--- src/sv/pnf_pkg.sv ---
// Shared constants, types and character codes of the printf-style number formatter.
`default_nettype none

package pnf_pkg;

    // Sizes of the number path, the field width and the digit store.
    localparam int WORD_BITS   = 32;
    localparam int MAX_WIDTH   = 32;
    localparam int DIGIT_SLOTS = 11;
    localparam int ARG_BITS    = 32;
    localparam int CHAR_BITS   = 8;
    localparam int DIGIT_BITS  = 4;
    localparam int BASE_BITS   = 5;

    // The divider retires this many quotient bits per cycle.
    localparam int STEP_BITS     = 8;
    localparam int DIV_CYCLES    = (WORD_BITS + STEP_BITS - 1) / STEP_BITS;
    localparam int Q_BITS        = DIV_CYCLES * STEP_BITS;
    localparam int STEP_CNT_BITS = (DIV_CYCLES > 1) ? $clog2(DIV_CYCLES) : 1;

    localparam int WIDTH_BITS = $clog2(MAX_WIDTH + 1);
    localparam int CNT_BITS   = $clog2(DIGIT_SLOTS + 1);
    localparam int IDX_BITS   = $clog2(DIGIT_SLOTS);
    localparam int CMP_BITS   = (WIDTH_BITS > CNT_BITS) ? WIDTH_BITS : CNT_BITS;

    // Number bases.
    localparam logic [BASE_BITS-1:0] BASE_OCT = 5'd8;
    localparam logic [BASE_BITS-1:0] BASE_DEC = 5'd10;
    localparam logic [BASE_BITS-1:0] BASE_HEX = 5'd16;

    // Character codes.
    localparam logic [CHAR_BITS-1:0] CH_NUL     = 8'h00;
    localparam logic [CHAR_BITS-1:0] CH_LF      = 8'h0A;
    localparam logic [CHAR_BITS-1:0] CH_CR      = 8'h0D;
    localparam logic [CHAR_BITS-1:0] CH_SPACE   = 8'h20;
    localparam logic [CHAR_BITS-1:0] CH_PERCENT = 8'h25;
    localparam logic [CHAR_BITS-1:0] CH_STAR    = 8'h2A;
    localparam logic [CHAR_BITS-1:0] CH_MINUS   = 8'h2D;
    localparam logic [CHAR_BITS-1:0] CH_DOT     = 8'h2E;
    localparam logic [CHAR_BITS-1:0] CH_ZERO    = 8'h30;
    localparam logic [CHAR_BITS-1:0] CH_ONE     = 8'h31;
    localparam logic [CHAR_BITS-1:0] CH_NINE    = 8'h39;
    localparam logic [CHAR_BITS-1:0] CH_UP_X    = 8'h58;
    localparam logic [CHAR_BITS-1:0] CH_C       = 8'h63;
    localparam logic [CHAR_BITS-1:0] CH_D       = 8'h64;
    localparam logic [CHAR_BITS-1:0] CH_H       = 8'h68;
    localparam logic [CHAR_BITS-1:0] CH_I       = 8'h69;
    localparam logic [CHAR_BITS-1:0] CH_L       = 8'h6C;
    localparam logic [CHAR_BITS-1:0] CH_O       = 8'h6F;
    localparam logic [CHAR_BITS-1:0] CH_U       = 8'h75;
    localparam logic [CHAR_BITS-1:0] CH_X       = 8'h78;

    // Offsets that turn a digit value of ten or more into a letter.
    localparam logic [CHAR_BITS-1:0] UPPER_OFS = 8'h37;
    localparam logic [CHAR_BITS-1:0] LOWER_OFS = 8'h57;

    // Format parse phase.
    typedef enum logic [2:0] {
        PH_PLAIN   = 3'd0,
        PH_PERCENT = 3'd1,
        PH_FLAGGED = 3'd2,
        PH_STAR    = 3'd3,
        PH_MOD     = 3'd4,
        PH_SPEC    = 3'd5
    } t_phase;

    // Sequencer state.
    typedef enum logic [2:0] {
        ST_IDLE,
        ST_CR,
        ST_ONE,
        ST_DIV,
        ST_SIGN,
        ST_PAD,
        ST_DIG
    } t_state;

    // What one format character turns into.
    typedef enum logic [1:0] {
        JOB_NONE,
        JOB_CHAR,
        JOB_CRLF,
        JOB_NUM
    } t_job;

endpackage

`default_nettype wire

--- src/sv/pnf_if.sv ---
// Valid/ready channel interfaces for format words in and text words out.
`default_nettype none

interface pnf_fmt_if;
    logic                            valid;
    logic                            ready;
    logic [pnf_pkg::CHAR_BITS-1:0]   fmt_char;
    logic [pnf_pkg::ARG_BITS-1:0]    arg_word;

    modport source (output valid, output fmt_char, output arg_word, input ready);
    modport sink   (input valid, input fmt_char, input arg_word, output ready);
endinterface

interface pnf_txt_if;
    logic                            valid;
    logic                            ready;
    logic [pnf_pkg::CHAR_BITS-1:0]   out_char;
    logic                            char_valid;
    logic                            arg_taken;
    logic                            last;

    modport source (output valid, output out_char, output char_valid,
                    output arg_taken, output last, input ready);
    modport sink   (input valid, input out_char, input char_valid,
                    input arg_taken, input last, output ready);
endinterface

`default_nettype wire

--- src/sv/printf_number_formatter.sv ---
// Top level of the printf-style integer formatter: parser, shared divider and emit sequencer.
//
// Usage: the source offers one format character with the current argument word on
// i_fmt; the block answers with one or more text words on o_txt. The last word of
// each item has last set, the first has arg_taken set if the argument was consumed,
// and an item that makes no text gives one word with char_valid low.
// Flow: an accepted plain character goes to ST_ONE, which loads it into the output
// register, and the sequencer then returns to idle for the next item; a newline first
// passes ST_CR, which emits CR before the LF. A numeric conversion runs a shared divider
// that retires eight quotient bits per cycle, one digit per full pass over the word,
// then emits the sign if negative, the fill words and the digits in that order.
// i_fmt.ready is high only while the sequencer is idle; one item is in work at a time.
// The output register holds each word until o_txt.ready; the sequencer waits on it
// while the receiver stalls, and nothing is dropped.
// Reset (synchronous, active low) returns the parser to plain text and empties the
// output register; the digit store needs no clearing since each digit is written
// before it is read.
`default_nettype none

module printf_number_formatter (
    input  wire logic  i_clk,
    input  wire logic  i_rst_n,
    pnf_fmt_if.sink    i_fmt,
    pnf_txt_if.source  o_txt
);

    // Parser state.
    pnf_pkg::t_state                      r_state,  n_state;
    pnf_pkg::t_phase                      r_phase,  n_phase;
    logic [pnf_pkg::WORD_BITS-1:0]        r_held,   n_held;
    logic [pnf_pkg::CHAR_BITS-1:0]        r_pad,    n_pad;
    logic [pnf_pkg::WIDTH_BITS-1:0]       r_width,  n_width;

    // Conversion working state.
    logic [pnf_pkg::WIDTH_BITS-1:0]       r_padcnt, n_padcnt;
    logic [pnf_pkg::CNT_BITS-1:0]         r_cnt,    n_cnt;
    logic [pnf_pkg::Q_BITS-1:0]           r_q,      n_q;
    logic [pnf_pkg::DIGIT_BITS-1:0]       r_rem,    n_rem;
    logic [pnf_pkg::STEP_CNT_BITS-1:0]    r_step,   n_step;
    logic [pnf_pkg::BASE_BITS-1:0]        r_base,   n_base;
    logic                                 r_upper,  n_upper;
    logic                                 r_neg,    n_neg;
    logic [pnf_pkg::CHAR_BITS-1:0]        r_char,   n_char;
    logic                                 r_cv,     n_cv;
    logic                                 r_taken,  n_taken;
    logic [pnf_pkg::DIGIT_BITS-1:0]       r_digits [pnf_pkg::DIGIT_SLOTS];

    // Output register.
    logic                                 r_ovalid, n_ovalid;
    logic [pnf_pkg::CHAR_BITS-1:0]        r_ochar,  n_ochar;
    logic                                 r_ocv,    n_ocv;
    logic                                 r_otaken, n_otaken;
    logic                                 r_olast,  n_olast;

    // Parser outputs.
    pnf_pkg::t_phase                      p_phase;
    logic [pnf_pkg::WORD_BITS-1:0]        p_held;
    logic [pnf_pkg::CHAR_BITS-1:0]        p_pad;
    logic [pnf_pkg::WIDTH_BITS-1:0]       p_width;
    logic                                 p_taken;
    pnf_pkg::t_job                        p_job;
    logic [pnf_pkg::CHAR_BITS-1:0]        p_char;
    logic [pnf_pkg::BASE_BITS-1:0]        p_base;
    logic                                 p_upper;
    logic                                 p_neg;
    logic [pnf_pkg::WORD_BITS-1:0]        p_mag;
    logic                                 do_ws;
    logic                                 do_ms;
    logic                                 mod_ok;
    logic                                 do_conv;
    logic [pnf_pkg::CHAR_BITS-1:0]        fc;
    logic [pnf_pkg::WIDTH_BITS-1:0]       star_width;

    // Divider and emit signals.
    logic [pnf_pkg::Q_BITS-1:0]           div_q;
    logic [pnf_pkg::DIGIT_BITS-1:0]       div_rem;
    logic [pnf_pkg::STEP_BITS-1:0]        d_bits;
    logic [pnf_pkg::DIGIT_BITS-1:0]       d_rem;
    logic [pnf_pkg::DIGIT_BITS:0]         d_trial;
    logic                                 dig_we;
    logic                                 slot_free;
    logic [pnf_pkg::CNT_BITS-1:0]         cnt_m1;
    logic [pnf_pkg::DIGIT_BITS-1:0]       rd_digit;
    logic [pnf_pkg::CHAR_BITS-1:0]        dig_char;
    logic                                 emit;
    logic [pnf_pkg::CHAR_BITS-1:0]        e_char;
    logic                                 e_cv;
    logic                                 e_last;

    assign fc         = i_fmt.fmt_char;
    assign slot_free  = !r_ovalid || o_txt.ready;
    assign star_width = (i_fmt.arg_word > pnf_pkg::ARG_BITS'(pnf_pkg::MAX_WIDTH))
                      ? pnf_pkg::WIDTH_BITS'(pnf_pkg::MAX_WIDTH)
                      : i_fmt.arg_word[pnf_pkg::WIDTH_BITS-1:0];

    // Format parser: works out the next phase and the job for the offered character.
    always_comb begin
        p_phase = r_phase;
        p_held  = r_held;
        p_pad   = r_pad;
        p_width = r_width;
        p_taken = 1'b0;
        p_job   = pnf_pkg::JOB_NONE;
        p_char  = pnf_pkg::CH_NUL;
        p_base  = pnf_pkg::BASE_DEC;
        p_upper = 1'b0;
        p_neg   = 1'b0;
        do_ws   = 1'b0;
        do_ms   = 1'b0;
        mod_ok  = 1'b1;
        do_conv = 1'b0;

        case (r_phase)
            pnf_pkg::PH_PLAIN: begin
                if (fc == pnf_pkg::CH_PERCENT) begin
                    p_phase = pnf_pkg::PH_PERCENT;
                end else if (fc == pnf_pkg::CH_LF) begin
                    p_job = pnf_pkg::JOB_CRLF;
                end else if (fc != pnf_pkg::CH_NUL) begin
                    p_job  = pnf_pkg::JOB_CHAR;
                    p_char = fc;
                end
            end
            pnf_pkg::PH_PERCENT: begin
                if (fc == pnf_pkg::CH_PERCENT) begin
                    p_job   = pnf_pkg::JOB_CHAR;
                    p_char  = pnf_pkg::CH_PERCENT;
                    p_phase = pnf_pkg::PH_PLAIN;
                end else begin
                    p_held  = pnf_pkg::WORD_BITS'(i_fmt.arg_word);
                    p_taken = 1'b1;
                    p_width = '0;
                    if (fc inside {[pnf_pkg::CH_ONE:pnf_pkg::CH_NINE]}) begin
                        p_pad   = pnf_pkg::CH_SPACE;
                        p_width = pnf_pkg::WIDTH_BITS'(fc[3:0]);
                        p_phase = pnf_pkg::PH_MOD;
                    end else if (fc inside {pnf_pkg::CH_SPACE, pnf_pkg::CH_ZERO}) begin
                        p_pad   = fc;
                        p_phase = pnf_pkg::PH_FLAGGED;
                    end else if (fc == pnf_pkg::CH_DOT) begin
                        p_pad   = pnf_pkg::CH_ZERO;
                        p_phase = pnf_pkg::PH_FLAGGED;
                    end else begin
                        p_pad = pnf_pkg::CH_SPACE;
                        do_ws = 1'b1;
                    end
                end
            end
            pnf_pkg::PH_FLAGGED: begin
                do_ws = 1'b1;
            end
            pnf_pkg::PH_STAR: begin
                p_width = star_width;
                p_taken = 1'b1;
                do_ms   = 1'b1;
            end
            pnf_pkg::PH_MOD: begin
                do_ms = 1'b1;
            end
            pnf_pkg::PH_SPEC: begin
                do_ms  = 1'b1;
                mod_ok = 1'b0;
            end
            default: begin
                p_phase = pnf_pkg::PH_PLAIN;
            end
        endcase

        // Width digit, star, or fall through to modifier/spec.
        if (do_ws) begin
            if (fc inside {[pnf_pkg::CH_ONE:pnf_pkg::CH_NINE]}) begin
                p_width = pnf_pkg::WIDTH_BITS'(fc[3:0]);
                p_phase = pnf_pkg::PH_MOD;
            end else if (fc == pnf_pkg::CH_STAR) begin
                p_phase = pnf_pkg::PH_STAR;
            end else begin
                do_ms = 1'b1;
            end
        end

        // Length modifier, or the conversion itself.
        if (do_ms) begin
            if (mod_ok && (fc inside {pnf_pkg::CH_H, pnf_pkg::CH_L})) begin
                p_phase = pnf_pkg::PH_SPEC;
            end else begin
                p_phase = pnf_pkg::PH_PLAIN;
                do_conv = 1'b1;
            end
        end

        // Pick base, sign handling and output case for the specifier.
        if (do_conv) begin
            case (fc)
                pnf_pkg::CH_D, pnf_pkg::CH_I: begin
                    p_job  = pnf_pkg::JOB_NUM;
                    p_neg  = p_held[pnf_pkg::WORD_BITS-1];
                end
                pnf_pkg::CH_U: begin
                    p_job  = pnf_pkg::JOB_NUM;
                end
                pnf_pkg::CH_O: begin
                    p_job  = pnf_pkg::JOB_NUM;
                    p_base = pnf_pkg::BASE_OCT;
                end
                pnf_pkg::CH_X, pnf_pkg::CH_UP_X: begin
                    p_job   = pnf_pkg::JOB_NUM;
                    p_base  = pnf_pkg::BASE_HEX;
                    p_upper = (fc == pnf_pkg::CH_UP_X);
                end
                pnf_pkg::CH_C: begin
                    p_job  = pnf_pkg::JOB_CHAR;
                    p_char = p_held[pnf_pkg::CHAR_BITS-1:0];
                end
                default: begin
                    p_job = pnf_pkg::JOB_NONE;
                end
            endcase
        end

        p_mag = p_neg ? (pnf_pkg::WORD_BITS'(0) - p_held) : p_held;
    end

    // Shared divider: eight restoring steps per cycle on a narrow remainder.
    always_comb begin
        d_rem   = r_rem;
        d_bits  = '0;
        d_trial = '0;
        for (int i = pnf_pkg::STEP_BITS - 1; i >= 0; i--) begin
            d_trial = {d_rem, r_q[pnf_pkg::Q_BITS - pnf_pkg::STEP_BITS + i]};
            if (d_trial >= r_base) begin
                d_trial   = d_trial - r_base;
                d_bits[i] = 1'b1;
            end
            d_rem = d_trial[pnf_pkg::DIGIT_BITS-1:0];
        end
        div_q   = (r_q << pnf_pkg::STEP_BITS) | pnf_pkg::Q_BITS'(d_bits);
        div_rem = d_rem;
    end

    // Digit readout, most significant stored digit first.
    assign cnt_m1   = r_cnt - pnf_pkg::CNT_BITS'(1);
    assign rd_digit = r_digits[cnt_m1[pnf_pkg::IDX_BITS-1:0]];
    assign dig_char = (rd_digit > 4'd9)
                    ? (pnf_pkg::CHAR_BITS'(rd_digit)
                       + (r_upper ? pnf_pkg::UPPER_OFS : pnf_pkg::LOWER_OFS))
                    : (pnf_pkg::CHAR_BITS'(rd_digit) + pnf_pkg::CH_ZERO);

    // Sequencer: next state and the word to emit.
    always_comb begin
        n_state  = r_state;
        n_phase  = r_phase;
        n_held   = r_held;
        n_pad    = r_pad;
        n_width  = r_width;
        n_padcnt = r_padcnt;
        n_cnt    = r_cnt;
        n_q      = r_q;
        n_rem    = r_rem;
        n_step   = r_step;
        n_base   = r_base;
        n_upper  = r_upper;
        n_neg    = r_neg;
        n_char   = r_char;
        n_cv     = r_cv;
        n_taken  = r_taken;
        dig_we   = 1'b0;
        emit     = 1'b0;
        e_char   = pnf_pkg::CH_NUL;
        e_cv     = 1'b1;
        e_last   = 1'b0;

        case (r_state)
            pnf_pkg::ST_IDLE: begin
                if (i_fmt.valid) begin
                    n_phase = p_phase;
                    n_held  = p_held;
                    n_pad   = p_pad;
                    n_width = p_width;
                    n_taken = p_taken;
                    case (p_job)
                        pnf_pkg::JOB_CHAR: begin
                            n_char  = p_char;
                            n_cv    = 1'b1;
                            n_state = pnf_pkg::ST_ONE;
                        end
                        pnf_pkg::JOB_CRLF: begin
                            n_char  = pnf_pkg::CH_LF;
                            n_cv    = 1'b1;
                            n_state = pnf_pkg::ST_CR;
                        end
                        pnf_pkg::JOB_NUM: begin
                            n_q      = pnf_pkg::Q_BITS'(p_mag);
                            n_rem    = '0;
                            n_step   = '0;
                            n_cnt    = '0;
                            n_base   = p_base;
                            n_upper  = p_upper;
                            n_neg    = p_neg;
                            n_padcnt = p_width;
                            n_state  = pnf_pkg::ST_DIV;
                        end
                        default: begin
                            n_char  = pnf_pkg::CH_NUL;
                            n_cv    = 1'b0;
                            n_state = pnf_pkg::ST_ONE;
                        end
                    endcase
                end
            end
            pnf_pkg::ST_CR: begin
                if (slot_free) begin
                    emit    = 1'b1;
                    e_char  = pnf_pkg::CH_CR;
                    n_state = pnf_pkg::ST_ONE;
                end
            end
            pnf_pkg::ST_ONE: begin
                if (slot_free) begin
                    emit    = 1'b1;
                    e_char  = r_char;
                    e_cv    = r_cv;
                    e_last  = 1'b1;
                    n_state = pnf_pkg::ST_IDLE;
                end
            end
            pnf_pkg::ST_DIV: begin
                n_q   = div_q;
                n_rem = div_rem;
                if (r_step == pnf_pkg::STEP_CNT_BITS'(pnf_pkg::DIV_CYCLES - 1)) begin
                    // A digit is done: store it and decide whether another follows.
                    dig_we = 1'b1;
                    n_cnt  = r_cnt + pnf_pkg::CNT_BITS'(1);
                    n_step = '0;
                    n_rem  = '0;
                    if ((div_q == '0)
                        || (r_cnt == pnf_pkg::CNT_BITS'(pnf_pkg::DIGIT_SLOTS - 1))) begin
                        n_state = r_neg ? pnf_pkg::ST_SIGN : pnf_pkg::ST_PAD;
                    end
                end else begin
                    n_step = r_step + pnf_pkg::STEP_CNT_BITS'(1);
                end
            end
            pnf_pkg::ST_SIGN: begin
                if (slot_free) begin
                    emit    = 1'b1;
                    e_char  = pnf_pkg::CH_MINUS;
                    n_state = pnf_pkg::ST_PAD;
                end
            end
            pnf_pkg::ST_PAD: begin
                if (pnf_pkg::CMP_BITS'(r_padcnt) > pnf_pkg::CMP_BITS'(r_cnt)) begin
                    if (slot_free) begin
                        emit     = 1'b1;
                        e_char   = r_pad;
                        n_padcnt = r_padcnt - pnf_pkg::WIDTH_BITS'(1);
                    end
                end else begin
                    n_state = pnf_pkg::ST_DIG;
                end
            end
            pnf_pkg::ST_DIG: begin
                if (slot_free) begin
                    emit   = 1'b1;
                    e_char = dig_char;
                    e_last = (r_cnt == pnf_pkg::CNT_BITS'(1));
                    n_cnt  = cnt_m1;
                    if (r_cnt == pnf_pkg::CNT_BITS'(1)) begin
                        n_state = pnf_pkg::ST_IDLE;
                    end
                end
            end
            default: begin
                n_state = pnf_pkg::ST_IDLE;
            end
        endcase

        // Output register: load on emit, drain when the receiver takes the word.
        n_ovalid = r_ovalid;
        n_ochar  = r_ochar;
        n_ocv    = r_ocv;
        n_otaken = r_otaken;
        n_olast  = r_olast;
        if (emit) begin
            n_ovalid = 1'b1;
            n_ochar  = e_char;
            n_ocv    = e_cv;
            n_otaken = r_taken;
            n_olast  = e_last;
            n_taken  = 1'b0;
        end else if (o_txt.ready) begin
            n_ovalid = 1'b0;
        end
    end

    // Control and parser registers.
    always_ff @(posedge i_clk) begin
        if (!i_rst_n) begin
            r_state  <= pnf_pkg::ST_IDLE;
            r_phase  <= pnf_pkg::PH_PLAIN;
            r_held   <= '0;
            r_pad    <= '0;
            r_width  <= '0;
            r_padcnt <= '0;
            r_cnt    <= '0;
            r_step   <= '0;
            r_taken  <= 1'b0;
            r_ovalid <= 1'b0;
        end else begin
            r_state  <= n_state;
            r_phase  <= n_phase;
            r_held   <= n_held;
            r_pad    <= n_pad;
            r_width  <= n_width;
            r_padcnt <= n_padcnt;
            r_cnt    <= n_cnt;
            r_step   <= n_step;
            r_taken  <= n_taken;
            r_ovalid <= n_ovalid;
        end
    end

    // Datapath registers.
    always_ff @(posedge i_clk) begin
        r_q      <= n_q;
        r_rem    <= n_rem;
        r_base   <= n_base;
        r_upper  <= n_upper;
        r_neg    <= n_neg;
        r_char   <= n_char;
        r_cv     <= n_cv;
        r_ochar  <= n_ochar;
        r_ocv    <= n_ocv;
        r_otaken <= n_otaken;
        r_olast  <= n_olast;
        if (dig_we) begin
            r_digits[r_cnt[pnf_pkg::IDX_BITS-1:0]] <= div_rem;
        end
    end

    // Channel outputs.
    assign i_fmt.ready      = (r_state == pnf_pkg::ST_IDLE);
    assign o_txt.valid      = r_ovalid;
    assign o_txt.out_char   = r_ochar;
    assign o_txt.char_valid = r_ocv;
    assign o_txt.arg_taken  = r_otaken;
    assign o_txt.last       = r_olast;

endmodule

`default_nettype wire
--- src/flat_wrapper.sv ---
// flat-port wrapper written by rule: the top's interface ports become plain ports
module printf_number_formatter_flat 
  (i_clk, i_rst_n, i_fmt_valid, i_fmt_fmt_char, i_fmt_arg_word, i_fmt_ready, o_txt_valid, o_txt_out_char, o_txt_char_valid, o_txt_arg_taken, o_txt_last, o_txt_ready);
  pnf_fmt_if i_fmt_i ();
  pnf_txt_if o_txt_i ();
  input  wire logic i_clk;
  input  wire logic i_rst_n;
  input wire logic [$bits(i_fmt_i.valid)-1:0] i_fmt_valid;
  input wire logic [$bits(i_fmt_i.fmt_char)-1:0] i_fmt_fmt_char;
  input wire logic [$bits(i_fmt_i.arg_word)-1:0] i_fmt_arg_word;
  output wire logic [$bits(i_fmt_i.ready)-1:0] i_fmt_ready;
  output wire logic [$bits(o_txt_i.valid)-1:0] o_txt_valid;
  output wire logic [$bits(o_txt_i.out_char)-1:0] o_txt_out_char;
  output wire logic [$bits(o_txt_i.char_valid)-1:0] o_txt_char_valid;
  output wire logic [$bits(o_txt_i.arg_taken)-1:0] o_txt_arg_taken;
  output wire logic [$bits(o_txt_i.last)-1:0] o_txt_last;
  input wire logic [$bits(o_txt_i.ready)-1:0] o_txt_ready;
  assign i_fmt_i.valid = i_fmt_valid;
  assign i_fmt_i.fmt_char = i_fmt_fmt_char;
  assign i_fmt_i.arg_word = i_fmt_arg_word;
  assign i_fmt_ready = i_fmt_i.ready;
  assign o_txt_valid = o_txt_i.valid;
  assign o_txt_out_char = o_txt_i.out_char;
  assign o_txt_char_valid = o_txt_i.char_valid;
  assign o_txt_arg_taken = o_txt_i.arg_taken;
  assign o_txt_last = o_txt_i.last;
  assign o_txt_i.ready = o_txt_ready;
  printf_number_formatter u_core (.i_clk(i_clk), .i_rst_n(i_rst_n), .i_fmt(i_fmt_i), .o_txt(o_txt_i));
endmodule
--- config.mk ---
export PLATFORM = sky130hd
export DESIGN_NAME = printf_number_formatter_flat
export DESIGN_NICKNAME = d
export VERILOG_FILES = /design/src/sv/pnf_pkg.sv /design/src/sv/pnf_if.sv /design/src/sv/printf_number_formatter.sv /design/src/flat_wrapper.sv
export SDC_FILE = /design/constraint.sdc
export NUM_CORES = 1
export LEC_CHECK = 0
export BUFFER_PORTS_ARGS = -buffer_cell sky130_fd_sc_hd__buf_4
export CAP_MARGIN = 20
export CORE_MARGIN = 2
export CORE_UTILIZATION = 30
export DETAILED_ROUTE_END_ITERATION = 10
export SYNTH_ARGS = -nofsm -noshare
export SYNTH_HDL_FRONTEND = slang
export SYNTH_SLANG_ARGS = --single-unit
--- constraint.sdc ---
create_clock -name i_clk -period 13.3 [get_ports i_clk]
set_clock_uncertainty 0.15 [all_clocks]
set_input_delay 1.995 -clock i_clk [delete_from_list [all_inputs] [get_ports i_clk]]
set_output_delay 1.995 -clock i_clk [all_outputs]
set_load 0.1 [all_outputs]
==> key figures <==
Power
  – PwrDens: 202 mW/mm^2
  – Worst VDD drop: 0.000197 V
  – Leak Pwr: 0.00433 uW

Synthesis
  – Synth cell types: 73
  – Mapped cell area: 0.0108 mm^2
  – Post-Synth Simple-Gate Area: 20.9%
  – Compound-Gate Fraction of Synth Area: 16.6%
  – Register area share after synthesis: 41.5%
  – Post-synth EDFFs: 105
  – XOR/XNOR share of the synthesized area: 3.33%
  – Adder-cell share of the synthesized area: 5.81%
  – Async set-reset flop share out of synthesis: 0%
  – Syn Nets: 1,268
  – Synth warn: 0
  – Synth Instances: 1,174
  – Top FF cell, synth: edfxtp_1
  – Synthesized area per cell: 9.18 um^2
  – Mux contribution to synthesized area: 8.30%
  – Main combinational cell family by area after synthesis: simple AND/OR/NAND/NOR gates
  – Yosys reg bits: 171

Floorplan
  – Num rows: 69
  – Die Footprint: 0.0375 mm^2
  – Initial Utilization: 30.4%
  – I/O pin cnt: 57
  – Die H: 194 um
  – Die W: 194 um
  – Core Region: 0.0355 mm^2

Critical path
  – Arrival time worst endpoint: 12.29 ns
  – CP Capture Type: register
  – Worst EP required: 13.43 ns
  – Crit Path Max Fanout: 12
  – CP max stage delay: 0.58 ns
  – Crit-path slowest cell: edfxtp_1
  – Most frequent CP cell: ha_1
  – Crit path launch type: register
  – Setup Crit Path Kind: reg -> reg

Finish
  – Final Util: 34.3%
  – Commonest cells after routing, fill and taps aside: 160 x nor2_1, 138 x nand2_1, 105 x edfxtp_1, 81 x a21oi_1, 66 x dfxtp_1
  – Nets: 1,293
  – Share of layout cells above drive strength 1: 11.5%
  – Commonest non-fill, non-tap cell in the layout: nor2_1
  – Area of the multi-input gates: 0.00593 mm^2
  – Fill cells: 3,606
  – Area growth syn-to-layout: 12.9%
  – Antenna Cells: 0
  – Seq. cell area: 0.00447 mm^2

Global route
  – Largest net degree at the start of global routing: 70
  – Total global routing overflow: 0
  – First-pass GRT wire length: 44,500 um
  – Overall Global Routing Usage: 14.6%
  – Initial antenna violation count: 0
  – Vias in the first global route: 8,464

Routing
  – WL per Instance: 16.4 um
  – 1st-iter DRT viols: 602
  – 1st-pass router iterations: 5
  – Vias per cell: 5.21
  – Final ANT Viol Nets: 0
  – DRC: 0
  – Final wirelength: 27,400 um
  – Routed vias: 8,713

Place
  – Dpl hpwl: 19,900 um
  – Input/output buffers: 56
  – Final GP Congestion: 0.869

Outcome
  – Status: complete, no violations

Clock tree
  – CTS tree: built
  – CTS Buf Count: 17
  – Clock sink count: 171
  – Clock slew at reported path FFs: 0.07 ns
  – Later-pin clock latency in the skew report: 0.45 ns
  – H-tree depth: 4
  – Clock Tree Buf Depth: 2
  – Clk root buf: clkbuf_16
  – Hold_buf cts: 0

Timing
  – Rel. slew slack: 37.8%
  – Final setup viols: 0
  – Max-slew violations: 0
  – F_max: 82.3 MHz
  – Worst-margin pin slew: 0.930 ns
  – TNS Setup: 0 ns
  – Final Cycle Share: 91.4%
  – Fin crit period: 12.16 ns
  – Final Hold Violating Endpoints: 0
  – RSZ-0062 raised after global routing: false

Flow run
  – Max-cap violations: 0

Min path
  – Hold Path Class: reg -> reg
report_power, final:
part           internal (uW)  switching [uW]
clock                    264             232
sequential               785            30.5
combinational            386             764
flip-flops by register name (all words and copies together) (netlist names), 4 cells and up:
name / count
u_core.r_width: 6
u_core.r_held: 32
u_core.r_cnt: 4
u_core.r_rem: 4
u_core.r_q: 32
u_core.r_digits: 44
u_core.r_padcnt: 6
u_core.r_pad: 8
u_core.o_txt.out_char: 8
u_core.r_char: 8
Yosys cell counts (3+ instances only):
master	n	area share [%]
nor2_1	160	5.6
nand2_1	139	4.8
edfxtp_1	105	29
a21oi_1	81	3.8
dfxtp_1	66	12
mux2i_1	59	5.5
ha_1	50	5.8
o21ai_0	47	2.2
clkbuf_1	40	1.4
a21boi_0	37	2.6
inv_1	33	1.1
xnor2_1	24	2.0
nor2b_1	23	1.3
nor3_1	22	1.0
nand2b_1	20	1.2
nand3_1	17	0.79
xor2_1	17	1.4
nor4_1	16	0.93
a211oi_1	14	0.98
nand4_1	13	0.75
mux2_2	11	1.1
a22oi_1	10	0.70
and2_1	10	0.58
nor3b_1	10	0.70
a21o_1	9	0.63
a31oi_1	9	0.52
buf_2	9	0.42
o21ai_1	9	0.42
mux4_2	8	1.7
o31ai_1	8	0.56
and3_1	7	0.41
buf_1	6	0.21
o21a_1	6	0.42
or3_1	6	0.35
o211ai_1	5	0.35
nand3b_1	4	0.28
o22ai_1	4	0.23
or2_2	4	0.23
a22o_1	3	0.24
buf_6	3	0.31
nand4b_1	3	0.24
nor4b_1	3	0.24
o221a_2	3	0.31
metal layers:
metal	global-route usage [%]	vias up	routed length, um
li1	-	4306	-
met1	19.0	4176	12600
met4	5.17	0	561
met3	2.00	30	1020
met2	24.7	201	13200
met5	0	-	0
cells by family (layout without fill, tap and decap cells):
group                      count (synthesis)  after routing
AOI/OAI and AO/OA                        273            273
xor gates and xnor gates                  41             41
adders and majority gates                 50             50
buffers and inverters                     92            130
DFF                                      171            171
muxes                                     78             78
and+or+nand+nor                          469            469
repair_timing:
action | CTS | global route
resized for setup | 0 | 1
setup endpoints to repair | 0 | 1
buffers inserted | 0 | 0
through the flow:
stage | power (uW) | std cells | worst slack (ns) | cell area [um^2] | hold WS, ns
final | 2460 | 1673 | 1.14 | 12200 | 0.301
after global routing | 2620 | 1673 | 0.0642 | 12200 | 0.326
after CTS | 2460 | 1673 | 1.07 | 12200 | 0.304
after detailed placement | 1970 | 1641 | 1.18 | 11600 | 0.287
after global placement | 1930 | 1641 | 1.64 | 11600 | 0.278
after floorplan | 1680 | 1174 | 2.86 | 10800 | 0.258
area by class of cell:
cell class	count	share of cell area, %
Sequential cell	171	36.8
Timing Repair Buffer	64	3.95
Clock buffer	17	3.50
Inverter	34	1.05
Clock inverter	15	1.22
Multi-Input combinational cell	911	48.8
Tap cell	461	4.74
worst max-delay path, delay by kind of cell, from the launching register on:
kind | cells | cell delay, ns
mux | 4 | 1.50
fa+ha+maj | 9 | 2.70
simple gates | 19 | 3.13
flops | 1 | 0.58
compound gates | 17 | 3.89
worst paths after layout:
check | start | end | slack (ns) | cells after the start
worst max register to register | u_core.r_base[1]$_SDFFCE_PN1P_ | u_core.r_rem[1]$_SDFFCE_PP0P_ | 1.14 | 49
worst min register to register | u_core.r_taken$_SDFFE_PP0P_ | u_core.o_txt.arg_taken$_DFFE_PP_ | 0.30 | 0
worst min-delay path | u_core.r_taken$_SDFFE_PP0P_ | u_core.o_txt.arg_taken$_DFFE_PP_ | 0.30 | 0
worst max-delay path | u_core.r_base[1]$_SDFFCE_PN1P_ | u_core.r_rem[1]$_SDFFCE_PP0P_ | 1.14 | 49
No activity file was read; power rests on OpenSTA's default activity.
